$ cat src/rtl/core/acfb_pkg.sv
package acfb_pkg;

  localparam int ByteW    = 8;
  localparam int NumAxes  = 4;
  localparam int FrameLen = 11;
  localparam int RemW     = $clog2(FrameLen + 1);
  localparam int RegIdxW  = 3;

  localparam logic [ByteW-1:0] FrameStart = 8'hFA;
  localparam logic [ByteW-1:0] FrameStop  = 8'hFB;

  localparam logic signed [ByteW-1:0] LimitMaxReset = 8'sd127;
  localparam logic signed [ByteW-1:0] LimitMinReset = -8'sd128;

  typedef enum logic [RegIdxW-1:0] {
    RegRollMax   = 3'd0,
    RegRollMin   = 3'd1,
    RegPitchMax  = 3'd2,
    RegPitchMin  = 3'd3,
    RegYawMax    = 3'd4,
    RegYawMin    = 3'd5,
    RegThrustMax = 3'd6,
    RegThrustMin = 3'd7
  } reg_idx_e;

  typedef struct packed {
    logic signed [ByteW-1:0] hi;
    logic signed [ByteW-1:0] lo;
  } limits_t;

endpackage

$ cat src/rtl/core/acfb_if.sv
interface acfb_cmd_if;
  logic                valid;
  logic                ready;
  logic signed [7:0]   roll_delta;
  logic        [7:0]   roll_time;
  logic signed [7:0]   pitch_delta;
  logic        [7:0]   pitch_time;
  logic signed [7:0]   yaw_delta;
  logic        [7:0]   yaw_time;
  logic signed [7:0]   thrust_delta;
  logic        [7:0]   thrust_time;

  modport source (
    output valid, roll_delta, roll_time, pitch_delta, pitch_time,
           yaw_delta, yaw_time, thrust_delta, thrust_time,
    input  ready
  );
  modport sink (
    input  valid, roll_delta, roll_time, pitch_delta, pitch_time,
           yaw_delta, yaw_time, thrust_delta, thrust_time,
    output ready
  );
endinterface

interface acfb_frame_if;
  logic       valid;
  logic       ready;
  logic [7:0] frame_byte;
  logic       frame_end;

  modport source (output valid, frame_byte, frame_end, input ready);
  modport sink (input valid, frame_byte, frame_end, output ready);
endinterface

interface acfb_cfg_if;
  logic       valid;
  logic       ready;
  logic [2:0] index;
  logic [7:0] data;

  modport source (output valid, index, data, input ready);
  modport sink (input valid, index, data, output ready);
endinterface

$ cat src/rtl/core/acfb_axis_clamp.sv
module acfb_axis_clamp (
  input  logic signed [acfb_pkg::ByteW-1:0] delta_i,
  input  acfb_pkg::limits_t                 lim_i,
  output logic signed [acfb_pkg::ByteW-1:0] clamped_o
);

  logic signed [acfb_pkg::ByteW-1:0] upper_cut;

  // max first, then min, so a crossed min wins
  assign upper_cut = (delta_i > lim_i.hi) ? lim_i.hi : delta_i;
  assign clamped_o = (upper_cut < lim_i.lo) ? lim_i.lo : upper_cut;

endmodule

$ cat src/rtl/core/attitude_command_frame_builder.sv
// Attitude command frame builder. Each accepted command (four signed deltas, each with a
// duration byte) is clamped per axis against the max/min limit registers, max first and
// min last, and turned into an 11-word frame: 0xFA, roll, roll time, pitch, pitch time,
// yaw, yaw time, thrust, thrust time, 8-bit wrapping sum of those eight bytes, 0xFB, with
// frame_end set on the 0xFB word. The single output word register drains the frame shift
// register at one word per cycle while the sink does not stall. The next command is taken
// in the same cycle its predecessor's last word moves to the output, so commands stream
// back to back when the sink never stalls. A command's first word passes from the frame
// shift register into the output word register before it is offered. Limit registers
// may be written at any time the block is idle; the config port is always ready and
// writes to its eight indexes take effect at once.
module attitude_command_frame_builder (
  input  logic         clk_i,
  input  logic         rst_ni,
  acfb_cfg_if.sink     cfg_i,
  acfb_cmd_if.sink     cmd_i,
  acfb_frame_if.source frame_o
);

  acfb_pkg::limits_t lim_q [acfb_pkg::NumAxes];

  logic signed [acfb_pkg::ByteW-1:0] delta   [acfb_pkg::NumAxes];
  logic        [acfb_pkg::ByteW-1:0] dur     [acfb_pkg::NumAxes];
  logic signed [acfb_pkg::ByteW-1:0] clamped [acfb_pkg::NumAxes];
  logic        [acfb_pkg::ByteW-1:0] new_frame [acfb_pkg::FrameLen];
  logic        [acfb_pkg::ByteW-1:0] csum;

  logic [acfb_pkg::ByteW-1:0] shift_q [acfb_pkg::FrameLen];
  logic [acfb_pkg::RemW-1:0]  rem_q;
  logic                       busy_q;
  logic                       out_valid_q;
  logic [acfb_pkg::ByteW-1:0] out_byte_q;
  logic                       out_end_q;

  logic out_load;
  logic last_load;
  logic in_acc;

  // limit registers
  assign cfg_i.ready = 1'b1;

  always_ff @(posedge clk_i or negedge rst_ni) begin
    if (!rst_ni) begin
      for (int a = 0; a < acfb_pkg::NumAxes; a++) begin
        lim_q[a].hi <= acfb_pkg::LimitMaxReset;
        lim_q[a].lo <= acfb_pkg::LimitMinReset;
      end
    end else if (cfg_i.valid) begin
      unique case (acfb_pkg::reg_idx_e'(cfg_i.index))
        acfb_pkg::RegRollMax:   lim_q[0].hi <= cfg_i.data;
        acfb_pkg::RegRollMin:   lim_q[0].lo <= cfg_i.data;
        acfb_pkg::RegPitchMax:  lim_q[1].hi <= cfg_i.data;
        acfb_pkg::RegPitchMin:  lim_q[1].lo <= cfg_i.data;
        acfb_pkg::RegYawMax:    lim_q[2].hi <= cfg_i.data;
        acfb_pkg::RegYawMin:    lim_q[2].lo <= cfg_i.data;
        acfb_pkg::RegThrustMax: lim_q[3].hi <= cfg_i.data;
        acfb_pkg::RegThrustMin: lim_q[3].lo <= cfg_i.data;
        default: ;
      endcase
    end
  end

  // frame assembly
  assign delta[0] = cmd_i.roll_delta;
  assign delta[1] = cmd_i.pitch_delta;
  assign delta[2] = cmd_i.yaw_delta;
  assign delta[3] = cmd_i.thrust_delta;
  assign dur[0]   = cmd_i.roll_time;
  assign dur[1]   = cmd_i.pitch_time;
  assign dur[2]   = cmd_i.yaw_time;
  assign dur[3]   = cmd_i.thrust_time;

  for (genvar a = 0; a < acfb_pkg::NumAxes; a++) begin : g_axis
    acfb_axis_clamp u_clamp (
      .delta_i   (delta[a]),
      .lim_i     (lim_q[a]),
      .clamped_o (clamped[a])
    );
  end

  always_comb begin
    csum = '0;
    for (int a = 0; a < acfb_pkg::NumAxes; a++) begin
      csum = csum + acfb_pkg::ByteW'(clamped[a]) + dur[a];
    end
    new_frame[0] = acfb_pkg::FrameStart;
    for (int a = 0; a < acfb_pkg::NumAxes; a++) begin
      new_frame[2*a+1] = acfb_pkg::ByteW'(clamped[a]);
      new_frame[2*a+2] = dur[a];
    end
    new_frame[acfb_pkg::FrameLen-2] = csum;
    new_frame[acfb_pkg::FrameLen-1] = acfb_pkg::FrameStop;
  end

  // handshake: next command enters as the last word leaves the shifter
  assign out_load    = busy_q && (!out_valid_q || frame_o.ready);
  assign last_load   = out_load && (rem_q == acfb_pkg::RemW'(1));
  assign cmd_i.ready = !busy_q || last_load;
  assign in_acc      = cmd_i.valid && cmd_i.ready;

  always_ff @(posedge clk_i or negedge rst_ni) begin
    if (!rst_ni) begin
      busy_q <= 1'b0;
      rem_q  <= '0;
    end else if (in_acc) begin
      busy_q <= 1'b1;
      rem_q  <= acfb_pkg::RemW'(acfb_pkg::FrameLen);
    end else if (out_load) begin
      rem_q <= rem_q - acfb_pkg::RemW'(1);
      if (last_load) begin
        busy_q <= 1'b0;
      end
    end
  end

  always_ff @(posedge clk_i) begin
    if (in_acc) begin
      shift_q <= new_frame;
    end else if (out_load) begin
      for (int k = 0; k < acfb_pkg::FrameLen - 1; k++) begin
        shift_q[k] <= shift_q[k+1];
      end
    end
  end

  // output word register
  always_ff @(posedge clk_i or negedge rst_ni) begin
    if (!rst_ni) begin
      out_valid_q <= 1'b0;
    end else if (out_load) begin
      out_valid_q <= 1'b1;
    end else if (frame_o.ready) begin
      out_valid_q <= 1'b0;
    end
  end

  always_ff @(posedge clk_i) begin
    if (out_load) begin
      out_byte_q <= shift_q[0];
      out_end_q  <= (rem_q == acfb_pkg::RemW'(1));
    end
  end

  assign frame_o.valid      = out_valid_q;
  assign frame_o.frame_byte = out_byte_q;
  assign frame_o.frame_end  = out_end_q;

endmodule

$ cat src/flat_wrapper.sv
// flat-port wrapper written by rule: the top's interface ports become plain ports
module attitude_command_frame_builder_flat 
  (clk_i, rst_ni, cfg_i_valid, cfg_i_index, cfg_i_data, cfg_i_ready, cmd_i_valid, cmd_i_roll_delta, cmd_i_roll_time, cmd_i_pitch_delta, cmd_i_pitch_time, cmd_i_yaw_delta, cmd_i_yaw_time, cmd_i_thrust_delta, cmd_i_thrust_time, cmd_i_ready, frame_o_valid, frame_o_frame_byte, frame_o_frame_end, frame_o_ready);
  acfb_cfg_if cfg_i_i ();
  acfb_cmd_if cmd_i_i ();
  acfb_frame_if frame_o_i ();
  input  logic clk_i;
  input  logic rst_ni;
  input wire logic [$bits(cfg_i_i.valid)-1:0] cfg_i_valid;
  input wire logic [$bits(cfg_i_i.index)-1:0] cfg_i_index;
  input wire logic [$bits(cfg_i_i.data)-1:0] cfg_i_data;
  output wire logic [$bits(cfg_i_i.ready)-1:0] cfg_i_ready;
  input wire logic [$bits(cmd_i_i.valid)-1:0] cmd_i_valid;
  input wire logic [$bits(cmd_i_i.roll_delta)-1:0] cmd_i_roll_delta;
  input wire logic [$bits(cmd_i_i.roll_time)-1:0] cmd_i_roll_time;
  input wire logic [$bits(cmd_i_i.pitch_delta)-1:0] cmd_i_pitch_delta;
  input wire logic [$bits(cmd_i_i.pitch_time)-1:0] cmd_i_pitch_time;
  input wire logic [$bits(cmd_i_i.yaw_delta)-1:0] cmd_i_yaw_delta;
  input wire logic [$bits(cmd_i_i.yaw_time)-1:0] cmd_i_yaw_time;
  input wire logic [$bits(cmd_i_i.thrust_delta)-1:0] cmd_i_thrust_delta;
  input wire logic [$bits(cmd_i_i.thrust_time)-1:0] cmd_i_thrust_time;
  output wire logic [$bits(cmd_i_i.ready)-1:0] cmd_i_ready;
  output wire logic [$bits(frame_o_i.valid)-1:0] frame_o_valid;
  output wire logic [$bits(frame_o_i.frame_byte)-1:0] frame_o_frame_byte;
  output wire logic [$bits(frame_o_i.frame_end)-1:0] frame_o_frame_end;
  input wire logic [$bits(frame_o_i.ready)-1:0] frame_o_ready;
  assign cfg_i_i.valid = cfg_i_valid;
  assign cfg_i_i.index = cfg_i_index;
  assign cfg_i_i.data = cfg_i_data;
  assign cfg_i_ready = cfg_i_i.ready;
  assign cmd_i_i.valid = cmd_i_valid;
  assign cmd_i_i.roll_delta = cmd_i_roll_delta;
  assign cmd_i_i.roll_time = cmd_i_roll_time;
  assign cmd_i_i.pitch_delta = cmd_i_pitch_delta;
  assign cmd_i_i.pitch_time = cmd_i_pitch_time;
  assign cmd_i_i.yaw_delta = cmd_i_yaw_delta;
  assign cmd_i_i.yaw_time = cmd_i_yaw_time;
  assign cmd_i_i.thrust_delta = cmd_i_thrust_delta;
  assign cmd_i_i.thrust_time = cmd_i_thrust_time;
  assign cmd_i_ready = cmd_i_i.ready;
  assign frame_o_valid = frame_o_i.valid;
  assign frame_o_frame_byte = frame_o_i.frame_byte;
  assign frame_o_frame_end = frame_o_i.frame_end;
  assign frame_o_i.ready = frame_o_ready;
  attitude_command_frame_builder u_core (.clk_i(clk_i), .rst_ni(rst_ni), .cfg_i(cfg_i_i), .cmd_i(cmd_i_i), .frame_o(frame_o_i));
endmodule
$ cat config.mk
export PLATFORM = sky130hd
export DESIGN_NAME = attitude_command_frame_builder_flat
export DESIGN_NICKNAME = d
export VERILOG_FILES = /design/src/rtl/core/acfb_pkg.sv /design/src/rtl/core/acfb_if.sv /design/src/rtl/core/acfb_axis_clamp.sv /design/src/rtl/core/attitude_command_frame_builder.sv /design/src/flat_wrapper.sv
export SDC_FILE = /design/constraint.sdc
export NUM_CORES = 1
export LEC_CHECK = 0
export BUFFER_PORTS_ARGS = -buffer_cell sky130_fd_sc_hd__buf_2
export CAP_MARGIN = 20
export CORE_ASPECT_RATIO = 2
export CORE_MARGIN = 2
export CORE_UTILIZATION = 47
export DETAILED_ROUTE_END_ITERATION = 8
export GPL_TIMING_DRIVEN = 0
export PLACE_DENSITY = 0.66
export SYNTH_ARGS = -nofsm -noshare
export SYNTH_HDL_FRONTEND = slang
export SYNTH_SLANG_ARGS = --single-unit
$ cat constraint.sdc
create_clock -name clk_i -period 10.75 [get_ports clk_i]
set_clock_uncertainty 0.15 [all_clocks]
set_input_delay 2.15 -clock clk_i [delete_from_list [all_inputs] [get_ports clk_i]]
set_output_delay 2.15 -clock clk_i [all_outputs]
set_load 0.05 [all_outputs]
==> flow_summary.yaml, run 1 <==
worst_setup_path:
  cp.required_ns: 10.80
  critical_path_buf_inv_count: 7
  cp_slowest_cell: "fa_1"
  rrSetupSlack_ns: 1.97
  arrival_ns: 10.09
  r2r_start: "u_core.lim_q[9]"
  critPathTopFamily: "compound AO/OA/AOI/OAI gates"
  reg2reg_to: "u_core.shift_q[15]"
  r2r_cells: 35
  end_kind: "flop"
  slowest_delay_ns: 0.54
  crit_path_max_fanout: 10
  start_kind: "primary input"
  path_class: "primary input to flop"
clock_network:
  htreeDepth: 4
  clock_latency_ns: 0.45
  cts_buffer_depth: 2
  cts_resized: 0
  cts_setup_buffers: 0
  cts.sinks: 159
  cts_tree: "done"
  holdBufCountCts: 0
  path_clk_slew_ns: 0.07
  cts_buffers: 17
  cts-root-buf: "clkbuf_16"
cells_and_area:
  drive_gt1_share_pct: 20.93
  final_nets: 1275
  multi_input_area_um2: 4984
  seqCellArea_um2: 4384
  antenna_cells: 0
  nFillCells: 1935
  areaGrowthSynthToFinish_pct: 14.23
yosys:
  ys_seq_elements: 159
  syn_inst: 979
  synth_area_leaders: "edfxtp_1 24%, dfrtp_1 9.6%, ha_1 8.8%, nand2_1 8.8%, dfstp_2 8.5%"
  synth_ff_type: "edfxtp_1"
  synthXorXnorAreaFrac_pct: 1.587
  ys_seq_area_share_pct: 44.12
  synth_area_per_cell_um2: 10.15
  synth_compound_gate_area_share_pct: 9.204
  synth_cell_types: 64
  syn-num-nets: 1168
  synth_top_cells_by_count: "232 x nand2_1, 120 x inv_1, 81 x edfxtp_1, 70 x ha_1, 67 x mux2_2"
  synthArstFlopShare_pct: 44.03
  netlist.top_cell.by_area: "edfxtp_1"
  synthAdderAreaFrac_pct: 16.67
  synth_edf_count: 81
  synthSimpleGateAreaFrac_pct: 14.04
  synth_top_family_by_area: "adder cells"
  syn_area_um2: 9937
  ys_warn_count: 0
  synthDominantCellAreaShare_pct: 24.48
  muxShareOfSynthArea_pct: 8.537
  synth.most_common_cell: "nand2_1"
route:
  routed_via_density: 5.333
  route.antenna.remaining_nets: 0
  wire_per_inst_um: 18.50
  drtPass1Iterations: 7
  drt_wl_total_mm: 25.31
  drt-initial-drc-count: 322
  remaining_drc_errors: 0
  vias: 7295
die:
  die_area_um2: 22390
  core_um2: 20830
  rows: 75
  die_h_um: 209.6
  initial_core_util_pct: 47.70
  die_x_um: 106.8
  ioPinCount: 92
placement:
  port_buffers: 86
  gp_congestion: 0.8762
  dp.final_hpwl_mm: 20.19
sta:
  worst_slew_pin_slew_ns: 0.9844
  period_needed_ns: 10.04
  drv_slew: 0
  hold_viol: 0
  finalSetupViolations: 0
  rsz0062_at_grt: "no"
  max-slew-margin-rel_pct: 34.23
  fin_setup_tns_ns: 0
  fmax_mhz: 99.61
  fin_crit_sh_pct: 93.38
global_routing:
  antenna_found_initial: 0
  grt.overflow.total: 0
  grt_pass1_vias: 7640
  gr-usage-all-layers_pct: 24.04
  grt_max_degree: 68
  grt_pass1_wl_mm: 39.74
worst_hold_path:
  min_from: "u_core.shift_q[81]"
  whs_path_depth: 0
  hp-class: "flop to flop"
  holdPathEnd: "u_core.frame_o.frame_byte[1]"
flow_run:
  cap_violations: 0
status:
  outcome: "complete, no violations"
## metrics by stage
step / setup WS (ns) / area, um2 / hold slack [ns] / std cells / utilization, %
after detailed placement: 0.2486 / 10770 / 0.2691 / 1336 / 51.69
after floorplan: 1.359 / 9937 / 0.2581 / 979 / -
after global placement: 0.3475 / 10700 / 0.2632 / 1334 / 51.38
final: 0.7113 / 11350 / 0.2765 / 1368 / 54.49
after global routing: 0.008040 / 11350 / 0.2912 / 1368 / 54.49
after CTS: 0.7027 / 11350 / 0.2791 / 1368 / 54.49
## state kept, by name, indices dropped and copies added (netlist names)
signal,cells
u_core.rem_q,4
u_core.frame_o.valid,1
u_core.busy_q,1
u_core.lim_q,64
u_core.frame_o.frame_end,1
u_core.frame_o.frame_byte,8
u_core.shift_q,80
## cells in the final DEF (no fill, tap or decap), types with 8 or more instances in the layout
cell type,count
dfrtp_1,38
ha_1,70
xnor2_1,16
fa_1,39
nor2_1,21
buf_2,87
nand3_1,12
nand4_1,10
mux2i_1,8
a21oi_1,29
dfstp_2,32
edfxtp_1,81
o21ai_0,56
nand2_1,231
clkbuf_16,17
clkbuf_1,29
inv_1,120
nand2b_1,13
dfxtp_1,8
mux2_2,67
## layer usage
layer	up-vias	wire length, um	track usage, %
met5	-	0	0
li1	3510	-	-
met1	3532	8913	24.58
met4	0	1537	14.91
met3	74	847	3.727
met2	179	14010	44.59
## cells by family (layout without fill, tap and decap cells)
| group | count (synthesis) | after routing |
|---|---|---|
| simple gates | 321 | 321 |
| flops | 159 | 159 |
| buf+inv | 152 | 272 |
| compound gates | 143 | 143 |
| fa+ha+maj | 109 | 109 |
| mux | 76 | 76 |
| xor+xnor | 18 | 18 |
| other cells | 1 | 1 |
## worst register-to-register path: cells and delay by family (launching register included)
family                   cells  cell delay [ns]
AO/OA/AOI/OAI               15             3.00
buffers and inverters        7             1.04
AND/OR/NAND/NOR              4             0.60
flip-flops                   1             0.52
XOR/XNOR                     2             0.29
adder cells (fa/ha/maj)      7             2.94
## layout make-up
type | count | share of cell area (%)
Clock buffer | 17 | 3.748
Multi-Input combinational cell | 668 | 43.90
Clock inverter | 15 | 1.378
Tap cell | 269 | 2.965
Timing Repair Buffer | 88 | 4.299
Sequential cell | 159 | 38.62
Buffer | 32 | 1.113
Inverter | 120 | 3.968
## how the worst max path moves through the flow
| stage | startpoint | end | cells after the start |
|---|---|---|---|
| detailed placement | cmd_i_thrust_delta[1] | u_core.shift_q[15] | 35 |
| global route | cmd_i_thrust_delta[1] | u_core.shift_q[15] | 35 |
| CTS | cmd_i_thrust_delta[1] | u_core.shift_q[15] | 35 |
| finish | cmd_i_thrust_delta[1] | u_core.shift_q[15] | 35 |
| floorplan | cmd_i_thrust_delta[1] | u_core.shift_q[15] | 34 |
| global placement | cmd_i_thrust_delta[1] | u_core.shift_q[15] | 35 |
Power of run 1 is left out: the tool's default activity adds up to more than one toggle a clock period on the data nets, which glitch-free logic cannot reach.
==> run 2, diff against run 1 <==
--- a/config.mk
+++ b/config.mk
@@ -9,10 +9,9 @@
 export CAP_MARGIN = 20
 export CORE_ASPECT_RATIO = 2
 export CORE_MARGIN = 2
-export CORE_UTILIZATION = 47
+export CORE_UTILIZATION = 30
 export DETAILED_ROUTE_END_ITERATION = 8
 export GPL_TIMING_DRIVEN = 0
-export PLACE_DENSITY = 0.66
 export SYNTH_ARGS = -nofsm -noshare
 export SYNTH_HDL_FRONTEND = slang
 export SYNTH_SLANG_ARGS = --single-unit
==> constraint.sdc (replaced) <==
create_clock -name clk_i -period 8.3 [get_ports clk_i]
set_clock_uncertainty 0.15 [all_clocks]
set_input_delay 1.66 -clock clk_i [delete_from_list [all_inputs] [get_ports clk_i]]
set_output_delay 1.66 -clock clk_i [all_outputs]
set_load 0.05 [all_outputs]
==> flow_summary.yaml, run 2 (synthesis results as in run 1) <==
worst_setup_path:
  start_kind: "primary input"
  arrival_ns: 8.49
  crit_path_max_fanout: 7
  slowest_delay_ns: 0.55
  r2r_cells: 38
  cp_slowest_cell: "fa_1"
  critPathTopFamily: "adder cells"
  cp.required_ns: 8.36
  crit_top_cell: "fa_1"
  path_class: "primary input to flop"
  end_kind: "flop"
  cp_num_cells: 35
  critical_path_buf_inv_count: 9
clock_network:
  holdBufCountCts: 0
  path_clk_slew_ns: 0.06
  clock_latency_ns: 0.45
  cts_buffer_depth: 2
  cts_buffers: 17
  cts.sinks: 159
  cts_tree: "done"
  htreeDepth: 4
  cts-root-buf: "clkbuf_16"
worst_hold_path:
  whs_path_depth: 0
  hp-class: "flop to flop"
route:
  drt-initial-drc-count: 368
  drtPass1Iterations: 5
  routed_via_density: 4.780
  drt_wl_total_mm: 28.65
  remaining_drc_errors: 0
  wire_per_inst_um: 18.08
  vias: 7576
  route.antenna.remaining_nets: 0
sta:
  hold_viol: 0
  finalSetupViolations: 1
  period_needed_ns: 8.433
  fin_crit_sh_pct: 101.6
  fmax_mhz: 118.6
  max-slew-margin-rel_pct: 39.70
  fin_setup_tns_ns: -0.1328
  worst_slew_pin_slew_ns: 0.9045
  layout_setup_ws_ns: -0.1328
  drv_slew: 0
  rsz0062_at_grt: "yes"
cells_and_area:
  largest_reg_flops: 80
  regMostFlops: "u_core.shift_q"
  final_nets: 1329
  antenna_cells: 0
  areaGrowthSynthToFinish_pct: 27.58
  postLayoutCellArea_um2: 12680
  final_cell_mix: "228 x nand2_1, 115 x inv_1, 84 x buf_2"
  final_common_cell: "nand2_1"
  drive_gt1_share_pct: 32.09
die:
  rows: 94
  die_area_um2: 34680
  core_um2: 32810
  die_x_um: 132.7
  initial_core_util_pct: 30.28
  die_h_um: 261.4
  ioPinCount: 92
global_routing:
  gr-usage-all-layers_pct: 16.91
  antenna_found_initial: 0
  grt.overflow.total: 0
  grt_max_degree: 65
  grt_pass1_vias: 8020
  grt_pass1_wl_mm: 43.77
flow_run:
  cap_violations: 0
placement:
  place_ws_ns: -1.128
  dp.final_hpwl_mm: 21.56
  gp_congestion: 0.8484
  port_buffers: 86
  place_area_um2: 11130
status:
  outcome: "finished, violations left"
  violations: "setup timing"
-- run 2: changes by cell type in the layout (fill, tap and decap cells not counted), moves of 8 or more --
| cell | delta |
|---|---|
| ha_1 | -20 |
| a21oi_4 | +8 |
| a21oi_2 | +11 |
| buf_4 | +49 |
| mux2_4 | +8 |
| a21oi_1 | -18 |
| ha_4 | +19 |
| mux2_2 | -8 |
| o21ai_0 | -15 |
| o21ai_2 | +9 |
-- run 2: layout make-up --
class,instances,area [um2]
buffer,32,182.7
clock buffer,19,442.9
clock inverter,13,127.6
fill,3181,20140
inverter,120,450.4
multi-input combinational,669,5634
sequential,159,4384
tap,432,540.5
timing repair buffer,141,914.6
-- run 2: final timing paths --
path	startpoint	endpoint	slack, ns
worst max-delay path	cmd_i_thrust_delta[1]	u_core.shift_q[15]	-0.13
worst min-delay path	u_core.shift_q[86]	u_core.frame_o.frame_byte[6]	0.28
worst max register to register	u_core.lim_q[30]	u_core.shift_q[15]	0.60
worst min register to register	u_core.shift_q[86]	u_core.frame_o.frame_byte[6]	0.28
max in group asynchronous	rst_ni	u_core.lim_q[41]	6.50
min in group asynchronous	rst_ni	u_core.lim_q[3]	0.88
-- run 2: layer usage --
layer	share of wire (%)	track usage, %	vias to the layer above
met5	0	0	-
met4	6.1	10.57	0
met3	4.0	2.768	71
met2	54	31.56	195
met1	36	17.47	3681
li1	-	-	3629
-- run 2: metrics by stage --
| step | utilization [%] | instances | hold slack (ns) |
|---|---|---|---|
| floorplan | - | 979 | 0.2581 |
| global placement | 33.72 | 1497 | 0.2622 |
| detailed placement | 33.92 | 1499 | 0.2632 |
| CTS | 37.82 | 1580 | 0.2792 |
| global route | 38.63 | 1585 | 0.2904 |
| finish | 38.63 | 1585 | 0.2838 |
-- run 2: timing repair --
item | in CTS | in global routing
endpoints found under the setup margin | 2 | 2
setup buffers | 47 | 4
pin swaps | 54 | 32
cloned | 2 | 0
resized for setup | 62 | 54
Power of run 2 is left out for the same reason.
